File: src/rtl/apsc_pkg.sv
// Shared types and constants for the audio packet sequence checker.
package apsc_pkg;

   // Configuration register indexes
   localparam int unsigned CsrIndexBits = 3;
   localparam int unsigned CsrDataBits  = 32;

   typedef enum logic [CsrIndexBits-1:0] {
      CSR_MAGIC_WORD       = 3'd0,
      CSR_PROTOCOL_VERSION = 3'd1,
      CSR_STOP_PACKET_TYPE = 3'd2,
      CSR_HEADER_BYTES     = 3'd3,
      CSR_DUPLICATE_WINDOW = 3'd4,
      CSR_IDLE_TIMEOUT_MS  = 3'd5
   } apsc_csr_index_type;

   // Register reset values
   localparam logic [31:0] MAGIC_RESET   = 32'd0;
   localparam logic [7:0]  VERSION_RESET = 8'd1;
   localparam logic [7:0]  STOP_RESET    = 8'd1;
   localparam logic [7:0]  HEADER_RESET  = 8'd32;
   localparam logic [15:0] WINDOW_RESET  = 16'd500;
   localparam logic [15:0] TIMEOUT_RESET = 16'd3000;

   // Required audio format
   localparam logic [7:0]  REQ_CHANNELS    = 8'd2;
   localparam logic [7:0]  REQ_SAMPLE_BITS = 8'd16;
   localparam logic [31:0] REQ_SAMPLE_RATE = 32'd44100;

   typedef enum logic {
      OP_DATAGRAM = 1'b0,
      OP_TICK     = 1'b1
   } apsc_op_type;

   typedef enum logic [1:0] {
      ACT_TICK      = 2'd0,
      ACT_MALFORMED = 2'd1,
      ACT_STOPPED   = 2'd2,
      ACT_ACCEPTED  = 2'd3
   } apsc_action_type;

   typedef enum logic [2:0] {
      CLS_FIRST     = 3'd0,
      CLS_IN_ORDER  = 3'd1,
      CLS_DUPLICATE = 3'd2,
      CLS_OUT_ORDER = 3'd3,
      CLS_GAP       = 3'd4
   } apsc_class_type;

   typedef struct packed {
      logic        op;
      logic [31:0] now_ms;
      logic [15:0] datagram_bytes;
      logic [31:0] hdr_magic;
      logic [7:0]  hdr_version;
      logic [7:0]  hdr_type;
      logic [7:0]  hdr_channels;
      logic [7:0]  hdr_sample_bits;
      logic [31:0] hdr_sample_rate;
      logic [15:0] hdr_payload_bytes;
      logic [15:0] hdr_stream_id;
      logic [31:0] hdr_sequence;
   } apsc_req_type;

   typedef struct packed {
      apsc_action_type action;
      logic            flush_buffer;
      logic [15:0]     payload_to_write;
      apsc_class_type  sequence_class;
      logic            stream_active;
      logic [31:0]     received_count;
      logic [31:0]     lost_count;
      logic [31:0]     out_of_order_count;
      logic [31:0]     duplicate_count;
      logic [31:0]     malformed_count;
      logic [31:0]     next_expected;
   } apsc_rsp_type;

endpackage

File: src/rtl/audio_packet_sequence_checker_top.sv
// Audio packet sequence checker: header checks, stream tracking and loss counters.
//
//  port group  dir  handshake          payload
//  ----------  ---  -----------------  -----------------------------------
//  req_        in   req_valid/stall    apsc_req_type (datagram or tick)
//  rsp_        out  rsp_valid/stall    apsc_rsp_type (one per transfer)
//  csr_        in   csr_write          csr_index, csr_data (no read-back)
//
// One transfer per cycle sustained while rsp_stall is low. A request transfer
// lands in the input register; when it drains, its result is formed from the
// tracking state and loaded into the result register, which drives rsp_valid.
// The input register refills in the same cycle it drains, so rsp_stall only
// backs up into req_stall when both registers hold a transfer.
// Synchronous reset clears valids, tracking state and counters and loads the CSR reset values.
// The user must write registers only while no transfer is in flight; the block does not enforce it.
module audio_packet_sequence_checker_top (
   input  logic                                 clock,
   input  logic                                 reset,
   input  logic                                 req_valid,
   output logic                                 req_stall,
   input  apsc_pkg::apsc_req_type               req_data,
   output logic                                 rsp_valid,
   input  logic                                 rsp_stall,
   output apsc_pkg::apsc_rsp_type               rsp_data,
   input  logic                                 csr_write,
   input  logic [apsc_pkg::CsrIndexBits-1:0]    csr_index,
   input  logic [apsc_pkg::CsrDataBits-1:0]     csr_data
);
   import apsc_pkg::*;

   // CSRs
   logic [31:0] magic_ff;
   logic [7:0]  version_ff;
   logic [7:0]  stop_type_ff;
   logic [7:0]  header_bytes_ff;
   logic [15:0] dup_window_ff;
   logic [15:0] idle_timeout_ff;

   // Input and result registers
   logic         s0_valid_ff;
   apsc_req_type s0_data_ff;
   logic         rsp_valid_ff;
   apsc_rsp_type rsp_data_ff;
   logic         take;
   logic         advance;

   // Tracking state
   logic        streaming_ff,     streaming_in;
   logic [15:0] stream_id_ff,     stream_id_in;
   logic [31:0] expected_ff,      expected_in;
   logic        first_ff,         first_in;
   logic [31:0] last_ms_ff,       last_ms_in;
   logic [31:0] cnt_received_ff,  cnt_received_in;
   logic [31:0] cnt_lost_ff,      cnt_lost_in;
   logic [31:0] cnt_ooo_ff,       cnt_ooo_in;
   logic [31:0] cnt_dup_ff,       cnt_dup_in;
   logic [31:0] cnt_malformed_ff, cnt_malformed_in;
   apsc_rsp_type rsp_data_in;

   // Datapath terms
   logic [31:0] idle_gap;
   logic        idle_expired;
   logic [16:0] len_sum;
   logic        bad_header;
   logic        bad_format;
   logic        new_stream;
   logic        is_first;
   logic [31:0] behind;
   logic [31:0] ahead;
   apsc_action_type act;
   apsc_class_type  cls;

   // Handshake: input register drains when the result register is free or draining
   assign advance   = s0_valid_ff && (!rsp_valid_ff || !rsp_stall);
   assign req_stall = s0_valid_ff && !advance;
   assign take      = req_valid && !req_stall;
   assign rsp_valid = rsp_valid_ff;
   assign rsp_data  = rsp_data_ff;

   always_ff @(posedge clock) begin
      if (reset) begin
         s0_valid_ff  <= 1'b0;
         rsp_valid_ff <= 1'b0;
      end else begin
         if (take) begin
            s0_valid_ff <= 1'b1;
         end else if (advance) begin
            s0_valid_ff <= 1'b0;
         end
         if (advance) begin
            rsp_valid_ff <= 1'b1;
         end else if (!rsp_stall) begin
            rsp_valid_ff <= 1'b0;
         end
      end
   end

   always_ff @(posedge clock) begin
      if (take) begin
         s0_data_ff <= req_data;
      end
      if (advance) begin
         rsp_data_ff <= rsp_data_in;
      end
   end

   // CSR writes
   always_ff @(posedge clock) begin
      if (reset) begin
         magic_ff        <= MAGIC_RESET;
         version_ff      <= VERSION_RESET;
         stop_type_ff    <= STOP_RESET;
         header_bytes_ff <= HEADER_RESET;
         dup_window_ff   <= WINDOW_RESET;
         idle_timeout_ff <= TIMEOUT_RESET;
      end else if (csr_write) begin
         case (apsc_csr_index_type'(csr_index))
            CSR_MAGIC_WORD:       magic_ff        <= csr_data[31:0];
            CSR_PROTOCOL_VERSION: version_ff      <= csr_data[7:0];
            CSR_STOP_PACKET_TYPE: stop_type_ff    <= csr_data[7:0];
            CSR_HEADER_BYTES:     header_bytes_ff <= csr_data[7:0];
            CSR_DUPLICATE_WINDOW: dup_window_ff   <= csr_data[15:0];
            CSR_IDLE_TIMEOUT_MS:  idle_timeout_ff <= csr_data[15:0];
            default: ;
         endcase
      end
   end

   // Checks and classification on the registered request
   assign idle_gap     = s0_data_ff.now_ms - last_ms_ff;
   assign idle_expired = idle_gap > {16'd0, idle_timeout_ff};
   // 17-bit sum: a length above 65535 never matches
   assign len_sum      = {9'd0, header_bytes_ff} + {1'b0, s0_data_ff.hdr_payload_bytes};
   assign bad_header   = (s0_data_ff.datagram_bytes < {8'd0, header_bytes_ff})
                      || (s0_data_ff.hdr_magic != magic_ff)
                      || (s0_data_ff.hdr_version != version_ff);
   assign bad_format   = (s0_data_ff.hdr_channels != REQ_CHANNELS)
                      || (s0_data_ff.hdr_sample_bits != REQ_SAMPLE_BITS)
                      || (s0_data_ff.hdr_sample_rate != REQ_SAMPLE_RATE)
                      || ({1'b0, s0_data_ff.datagram_bytes} != len_sum);
   assign new_stream   = !streaming_ff || (s0_data_ff.hdr_stream_id != stream_id_ff);
   assign is_first     = new_stream || first_ff;
   assign behind       = expected_ff - s0_data_ff.hdr_sequence;
   assign ahead        = s0_data_ff.hdr_sequence - expected_ff;

   always_comb begin
      streaming_in     = streaming_ff;
      stream_id_in     = stream_id_ff;
      expected_in      = expected_ff;
      first_in         = first_ff;
      last_ms_in       = last_ms_ff;
      cnt_received_in  = cnt_received_ff;
      cnt_lost_in      = cnt_lost_ff;
      cnt_ooo_in       = cnt_ooo_ff;
      cnt_dup_in       = cnt_dup_ff;
      cnt_malformed_in = cnt_malformed_ff;
      act              = ACT_TICK;
      cls              = CLS_FIRST;

      if (s0_data_ff.op == OP_TICK) begin
         if (streaming_ff && idle_expired) begin
            streaming_in = 1'b0;
         end
      end else if (bad_header) begin
         act              = ACT_MALFORMED;
         cnt_malformed_in = cnt_malformed_ff + 32'd1;
      end else if (s0_data_ff.hdr_type == stop_type_ff) begin
         act          = ACT_STOPPED;
         streaming_in = 1'b0;
      end else if (bad_format) begin
         act              = ACT_MALFORMED;
         cnt_malformed_in = cnt_malformed_ff + 32'd1;
      end else begin
         act             = ACT_ACCEPTED;
         streaming_in    = 1'b1;
         stream_id_in    = s0_data_ff.hdr_stream_id;
         first_in        = 1'b0;
         cnt_received_in = cnt_received_ff + 32'd1;
         last_ms_in      = s0_data_ff.now_ms;
         if (is_first) begin
            cls         = CLS_FIRST;
            expected_in = s0_data_ff.hdr_sequence + 32'd1;
         end else if (s0_data_ff.hdr_sequence == expected_ff) begin
            cls         = CLS_IN_ORDER;
            expected_in = expected_ff + 32'd1;
         end else if (s0_data_ff.hdr_sequence < expected_ff) begin
            // old packet: written but expected stays put
            if (behind < {16'd0, dup_window_ff}) begin
               cls        = CLS_DUPLICATE;
               cnt_dup_in = cnt_dup_ff + 32'd1;
            end else begin
               cls        = CLS_OUT_ORDER;
               cnt_ooo_in = cnt_ooo_ff + 32'd1;
            end
         end else begin
            cls         = CLS_GAP;
            cnt_lost_in = cnt_lost_ff + ahead;
            expected_in = s0_data_ff.hdr_sequence + 32'd1;
         end
      end

      rsp_data_in.action             = act;
      rsp_data_in.flush_buffer       = (act == ACT_STOPPED)
                                    || ((act == ACT_ACCEPTED) && new_stream);
      rsp_data_in.payload_to_write   = (act == ACT_ACCEPTED) ?
                                       s0_data_ff.hdr_payload_bytes : 16'd0;
      rsp_data_in.sequence_class     = cls;
      rsp_data_in.stream_active      = streaming_in;
      rsp_data_in.received_count     = cnt_received_in;
      rsp_data_in.lost_count         = cnt_lost_in;
      rsp_data_in.out_of_order_count = cnt_ooo_in;
      rsp_data_in.duplicate_count    = cnt_dup_in;
      rsp_data_in.malformed_count    = cnt_malformed_in;
      rsp_data_in.next_expected      = expected_in;
   end

   always_ff @(posedge clock) begin
      if (reset) begin
         streaming_ff     <= 1'b0;
         stream_id_ff     <= 16'd0;
         expected_ff      <= 32'd0;
         first_ff         <= 1'b1;
         last_ms_ff       <= 32'd0;
         cnt_received_ff  <= 32'd0;
         cnt_lost_ff      <= 32'd0;
         cnt_ooo_ff       <= 32'd0;
         cnt_dup_ff       <= 32'd0;
         cnt_malformed_ff <= 32'd0;
      end else if (advance) begin
         streaming_ff     <= streaming_in;
         stream_id_ff     <= stream_id_in;
         expected_ff      <= expected_in;
         first_ff         <= first_in;
         last_ms_ff       <= last_ms_in;
         cnt_received_ff  <= cnt_received_in;
         cnt_lost_ff      <= cnt_lost_in;
         cnt_ooo_ff       <= cnt_ooo_in;
         cnt_dup_ff       <= cnt_dup_in;
         cnt_malformed_ff <= cnt_malformed_in;
      end
   end

   // Assertions
   a_stall_needs_item: assert property (@(posedge clock) disable iff (reset)
      req_stall |-> s0_valid_ff)
      else $error("req_stall with empty input register");

   a_accept_counts: assert property (@(posedge clock) disable iff (reset)
      (advance && act == ACT_ACCEPTED) |=>
         cnt_received_ff == $past(cnt_received_ff) + 32'd1)
      else $error("accepted datagram not counted");

   a_accept_streams: assert property (@(posedge clock) disable iff (reset)
      (rsp_valid_ff && rsp_data_ff.action == ACT_ACCEPTED) |-> rsp_data_ff.stream_active)
      else $error("accepted datagram without streaming");

   a_flush_first: assert property (@(posedge clock) disable iff (reset)
      (rsp_valid_ff && rsp_data_ff.flush_buffer && rsp_data_ff.action == ACT_ACCEPTED)
         |-> rsp_data_ff.sequence_class == CLS_FIRST)
      else $error("new-stream flush not classed first");

   a_stop_quiet: assert property (@(posedge clock) disable iff (reset)
      (rsp_valid_ff && rsp_data_ff.action == ACT_STOPPED)
         |-> (!rsp_data_ff.stream_active && rsp_data_ff.payload_to_write == 16'd0))
      else $error("stop result still streaming or writing");

endmodule
File: config.mk
export PLATFORM = sky130hd
export DESIGN_NAME = audio_packet_sequence_checker_top
export DESIGN_NICKNAME = d
export VERILOG_FILES = /design/src/rtl/apsc_pkg.sv /design/src/rtl/audio_packet_sequence_checker_top.sv
export SDC_FILE = /design/constraint.sdc
export NUM_CORES = 2
export LEC_CHECK = 0
export BUFFER_PORTS_ARGS = -buffer_cell sky130_fd_sc_hd__buf_2
export CORE_MARGIN = 2
export CORE_UTILIZATION = 45
export CTS_CLUSTER_DIAMETER = 150
export DETAILED_ROUTE_END_ITERATION = 12
export SYNTH_ARGS = -nofsm -noshare
export SYNTH_HDL_FRONTEND = slang
export SYNTH_SLANG_ARGS = --single-unit
File: constraint.sdc
create_clock -name clock -period 20.9 [get_ports clock]
set_clock_uncertainty 0.2 [all_clocks]
set_input_delay 2.09 -clock clock [delete_from_list [all_inputs] [get_ports clock]]
set_output_delay 2.09 -clock clock [all_outputs]
set_load 0.1 [all_outputs]
* Word-level counts from Yosys, hierarchy flattened
Index checks and enable logic that the tools add are counted.
** Cells by class
- Mux-type cells :: 54
- Reduce and logical (&&, ||, !) cells :: 31
- Multiply operators :: 0
- Div/mod/pow operators :: 0
- Add/subtract/negate cells :: 11
- Equal/unequal tests :: 17
- Shift operators :: 0
- $lt $le $gt $ge :: 4
- Bitwise operators :: 5
** Operator list (count)
- two-way mux 32 bit :: 38
- adder 32 x 1 -> 32 bit (second input constant) :: 6
- subtractor 32 bit :: 3
- adder 32 bit :: 1
- equality test 32 bit :: 1
- > comparator 32 x 16 -> 1 bit :: 1
- < comparator 32 x 16 -> 1 bit :: 1
- < comparator 32 bit :: 1
- != test 32 x 16 -> 1 bit (second input constant) :: 1
- != test 32 bit :: 1
- adder 8 x 16 -> 17 bit :: 1
- != test 16 x 17 -> 1 bit :: 1
- < comparator 16 x 8 -> 1 bit :: 1
- != test 16 bit :: 1
- AND reduction 2 bit :: 6
- two-way mux 1 bit :: 11
- logical OR 1 bit :: 9
- equality test 8 bit :: 1
- two-way mux 2 bit :: 4
- != test 8 x 2 -> 1 bit (second input constant) :: 1
- != test 8 x 5 -> 1 bit (second input constant) :: 1
- != test 8 bit :: 1
- OR reduction 7 bit :: 1
- equality test 3 x 2 -> 1 bit (second input constant) :: 2
- 13 further kinds :: 27
** Storage, ports and cells
- Bits in writable memories :: 0
- Memories kept :: 0
- Bits in read-only memories :: 0
- Bits in latches :: 0
- Word-level logic and storage cells :: 165
- Register bits :: 756

* Logic depth before layout (Yosys ltp)
- Depth after elaboration :: 11
- Gate-level depth with buffers :: 23
- Gate-level depth less buffers :: 23

* Least setup slack after synthesis
OpenSTA, ideal clock, no wires.
- Kind :: input to register
- Start point :: input port rsp_stall
- End point :: register s0_data_ff[0] (netlist name) (enable)
- Cell stages on the path :: 2
- Required time :: 19.898 ns
- Arrival :: 11.899 ns
- Slack :: 8.000 ns
- Path through :: and3_1 > nor2b_1
** On the way
- Cells in the longest elaborated chain, start to end :: 7
** RTL lines
- from (decl) :: RTL line audio_packet_sequence_checker_top.sv:23 : input logic rsp_stall,
- logical NOT 1 bit
- logical OR 1 bit :: RTL line audio_packet_sequence_checker_top.sv:74 : assign advance = s0_valid_ff && (!rsp_valid_ff || !rsp_stall);
- logical AND 1 bit :: RTL line audio_packet_sequence_checker_top.sv:74
- logical NOT 1 bit :: RTL line audio_packet_sequence_checker_top.sv:75 : assign req_stall = s0_valid_ff && !advance;
- logical AND 1 bit :: RTL line audio_packet_sequence_checker_top.sv:75
- logical NOT 1 bit :: RTL line audio_packet_sequence_checker_top.sv:76 : assign take = req_valid && !req_stall;
- logical AND 1 bit :: RTL line audio_packet_sequence_checker_top.sv:76
- net take :: RTL line audio_packet_sequence_checker_top.sv:44 : logic take;
- to (signal assigned) :: RTL line audio_packet_sequence_checker_top.sv:100 : s0_data_ff <= req_data;
- to (decl) :: RTL line audio_packet_sequence_checker_top.sv:41 : apsc_req_type s0_data_ff;
The timed path passes the listed nets, and every way through them passes these cells.
A chain may end at the register's enable or synchronous reset.

* Final worst setup path
- Start point :: register s0_data_ff[0] (netlist name)
- End point :: register rsp_data_ff, in the netlist rsp_data[126], data pin
** On the way
- Cells in the longest elaborated chain, start to end :: 10
- Elaborated cells on any way between the ends :: 12
- Classes of those cells :: add/sub: 1; order compare: 2; eq/ne: 1; mux: 8
** RTL lines
- subtractor 32 bit :: RTL line audio_packet_sequence_checker_top.sv:143 : assign behind = expected_ff - s0_data_ff.hdr_sequence;
- < comparator 32 x 16 -> 1 bit :: RTL line audio_packet_sequence_checker_top.sv:188 : if (behind < {16'd0, dup_window_ff}) begin
- two-way mux 32 bit :: RTL line audio_packet_sequence_checker_top.sv:188
- two-way mux 32 bit :: RTL line audio_packet_sequence_checker_top.sv:186 : end else if (s0_data_ff.hdr_sequence < expected_ff) begin
- two-way mux 32 bit * :: RTL line audio_packet_sequence_checker_top.sv:183 : end else if (s0_data_ff.hdr_sequence == expected_ff) begin
- two-way mux 32 bit * :: RTL line audio_packet_sequence_checker_top.sv:180 : if (is_first) begin
- two-way mux 32 bit * :: RTL line audio_packet_sequence_checker_top.sv:170 : end else if (bad_format) begin
- two-way mux 32 bit * :: RTL line audio_packet_sequence_checker_top.sv:167 : end else if (s0_data_ff.hdr_type == stop_type_ff) begin
- two-way mux 32 bit * :: RTL line audio_packet_sequence_checker_top.sv:164 : end else if (bad_header) begin
- two-way mux 32 bit * :: RTL line audio_packet_sequence_checker_top.sv:160 : if (s0_data_ff.op == OP_TICK) begin
- net cnt_ooo_in[30] :: RTL line audio_packet_sequence_checker_top.sv:55 : logic [31:0] cnt_ooo_ff, cnt_ooo_in;
- to (signal assigned) :: RTL line audio_packet_sequence_checker_top.sv:103 : rsp_data_ff <= rsp_data_in;
- to (decl) :: RTL line audio_packet_sequence_checker_top.sv:43 : apsc_rsp_type rsp_data_ff;
Mark *: on every way through the listed nets, which the timed path passes. The rest lies on a longest branch.

==> impl_metrics.py <==
metrics = {
    "outcome": {
        "status": "completed",
    },
    "detailed_routing": {
        "ant_nets": 0,
        "dr.first_iter.drc_count": 2065,
        "drt_wl_total_mm": 115,
        "firstDrtPassIters": 6,
        "num_vias": 31600,
        "vias_per_cell": 5.48,
        "wl_per_cell_um": 19.9,
        "drc": 0,
    },
    "yosys": {
        "ys_types": 98,
        "syn_area_per_cell_um2": 9.67,
        "ys_seq_area_frac": 0.486,
        "synthCells": 4124,
        "ys_ff_latch": 756,
        "synthXorXnorAreaFrac": 0.0757,
        "yosysWarnings": 0,
        "synth_fp_nets": 4554,
        "muxShareOfSynthArea": 0.0152,
        "synth_common_cells": "nand2_1, edfxtp_1, dfxtp_1",
        "synth_top_area_frac": 0.319,
        "synthAdderAreaFrac": 0.0632,
        "synthSimpleGateAreaFrac": 0.194,
        "synth_edf_count": 424,
        "synth_top_family_by_area": "simple AND/OR/NAND/NOR gates",
        "synth-compound-area-share": 0.125,
        "yosysTopAreaCell": "edfxtp_1",
        "ys_async_sr_fraction": 0,
        "syn_area_um2": 39900,
        "synth.area.top_cells": "edfxtp_1, dfxtp_1, nand2_1",
        "ys.flop_type": "edfxtp_1",
        "synth.most_common_cell": "nand2_1",
    },
    "power_and_ir_drop": {
        "clkPwrFrac": 0.413,
        "leakage_nw": 17.6,
        "power.internal_mw": 2.64,
        "p_sw_frac": 0.274,
        "p_switching_mw": 0.996,
        "p_per_area_nw_per_um2": 79.0,
        "seqPwrFrac": 0.455,
        "peakVddDrop_v": 0.0000682,
        "combinationalPowerShare": 0.132,
    },
    "timing": {
        "fin_crit_sh": 0.330,
        "min_period_ps": 6890,
        "worst_slew_pin_slew_ps": 1280,
        "holdWs_ps": 248,
        "finalSetupViolations": 0,
        "max_freq_ghz": 0.145,
        "rsz0062_at_grt": "false",
        "final_hold_viol_count": 0,
        "maxSlewHeadroom": 0.143,
        "finalMaxSlewViolations": 0,
        "tns_ps": 0,
    },
    "clock_tree": {
        "cts_root_buf": "clkbuf_16",
        "cts.sinks": 756,
        "post_cts_buffers": 0,
        "cts_tree": "yes",
        "holdBufCountCts": 0,
        "insertion_delay_ps": 650,
        "htreeDepth": 3,
        "post_cts_resized": 0,
        "cts_buffers": 85,
        "path_clk_slew_ps": 60,
        "clock_path_buffers": 3,
    },
    "hold_path": {
        "hold_path_class": "flip-flop to flip-flop",
    },
    "setup_path": {
        "cpLargestDelayFamily": "simple AND/OR/NAND/NOR gates",
        "path_class": "flip-flop to flip-flop",
        "path_max_fanout": 30,
        "cpMaxStageDelayCell": "nor3_2",
        "start_kind": "flip-flop",
        "cp-end-kind": "flip-flop",
        "cp_num_buf_inv": 1,
        "cp_cell_sequence": "ha_1 > fa_1 > nor2b_1 > o31a_1 > o21ai_0 > o21ai_0 > a21o_1 > a21oi_1 > xnor2_1 > ha_1 > nand4_1 > a21oi_1 > nor4_1 > o2111ai_1 > nor4_1 > nand4_1 > or4_4 > nor3_2 > buf_4 > nor4_1 > xor2_1",
        "max_stage_delay_ps": 870,
        "crit_path_frequent_cell": "nor4_1",
        "worst_ep_required_time_ps": 21070,
        "cp_data_arrival_time_ps": 7060,
    },
    "finish": {
        "drive_above_1_share": 0.155,
        "area_growth_pct": 15.5,
        "design_area_um2": 46100,
        "final_nets": 4964,
        "fin_util": 0.523,
    },
    "floorplanning": {
        "die_x_um": 302,
        "pin_count": 466,
        "die-area_um2": 91000,
        "core.rowCount": 109,
        "core_um2": 88100,
        "initial_core_util": 0.453,
        "die_h_um": 302,
    },
    "place": {
        "gp_congestion": 0.933,
        "placed_area_um2": 43300,
        "dp_hpwl_mm": 84.3,
        "io_buffers": 465,
    },
    "global_route": {
        "grt_overflow": 0,
        "grtUsageTotal": 0.247,
        "grt_pass1_wl_mm": 174,
        "antenna_found_initial": 13,
        "grt_max_degree": 148,
        "grt_pass1_vias": 29900,
    },
    "job": {
        "maxCapViolCount": 0,
    },
}
-- area by class of cell --
| type | instances | area, µm² |
|---|---|---|
| Timing Repair Buffer | 499 | 2610 |
| Sequential cell | 756 | 19400 |
| Multi-Input combinational cell | 2952 | 18900 |
| Tap cell | 1165 | 1460 |
| Clock buffer | 115 | 2340 |
| Antenna cell | 1 | 2.50 |
| Clock inverter | 43 | 443 |
| Inverter | 240 | 908 |
| Fill cell | 8262 | 42000 |
-- state kept, by name, indices dropped and copies added, names as in the netlist, 32 cells and up --
register / cells
cnt_dup_ff: 32
cnt_lost_ff: 32
cnt_malformed_ff: 32
cnt_ooo_ff: 32
cnt_received_ff: 32
expected_ff: 32
last_ms_ff: 32
magic_ff: 32
rsp_data: 215
s0_data_ff: 209
-- per-layer routing --
| layer | track usage | share of wire | wire length, µm |
|---|---|---|---|
| met4 | 0.0660 | 0.021 | 2360 |
| met1 | 0.335 | 0.44 | 50700 |
| met2 | 0.405 | 0.47 | 53700 |
| met3 | 0.0450 | 0.069 | 7960 |
| met5 | 0 | 0.0010 | 115 |
-- placed cells by master (no fill, tap or decap), drive strengths merged, types with 63 or more instances in the layout --
| cell | count |
|---|---|
| nor4 | 69 |
| ha | 147 |
| xnor2 | 195 |
| xor2 | 147 |
| buf | 499 |
| o21ai | 170 |
| edfxtp | 424 |
| a21oi | 309 |
| inv | 246 |
| nor2 | 270 |
| and3 | 63 |
| nand3 | 142 |
| nand4 | 97 |
| nand2 | 580 |
| nor3 | 96 |
| dfxtp | 332 |
| clkbuf | 115 |
-- worst paths after layout --
check | cells after the start | to | slack (ps) | start
worst max-delay path | 21 | rsp_data[126] | 14010 | s0_data_ff[0]
worst min-delay path | 2 | last_ms_ff[17] | 250 | last_ms_ff[17]
worst max register to register | 21 | rsp_data[126] | 14010 | s0_data_ff[0]
worst min register to register | 2 | last_ms_ff[17] | 250 | last_ms_ff[17]
-- metrics by stage --
stage	total power, mW	setup WS (ps)	std cells
final	3.64	14010	5771
after global routing	3.77	13550	5770
after CTS	3.67	14040	5770
after detailed placement	2.17	14060	5612
after global placement	2.16	14210	5612
after floorplan	2.04	8000	4124
-- cell families (layout without fill, tap and decap cells) --
kind of cell / Yosys count / count (layout)
mux: 56 / 56
fa+ha+maj: 181 / 181
compound gates: 800 / 800
xor+xnor: 343 / 343
flops: 756 / 756
buf+inv: 416 / 897
simple gates: 1572 / 1572
other cells: 0 / 1
-- power groups by stage --
stage               Clock [mW]  Sequential [mW]  Combinational (mW)
floorplan                    0             1.84               0.206
global placement             0             1.69               0.476
detailed placement           0             1.69               0.477
CTS                       1.53             1.66               0.479
global route              1.60             1.66               0.514
finish                    1.50             1.66               0.479
-- worst register-to-register path, delay by kind of cell (launching register included) --
family | cells | cell delay [ps]
buffers and inverters | 1 | 450
flip-flops | 1 | 530
XOR/XNOR | 2 | 300
adder cells (fa/ha/maj) | 3 | 980
AO/OA/AOI/OAI | 7 | 1290
AND/OR/NAND/NOR | 8 | 2870
No activity file was read; power rests on OpenSTA's default activity.
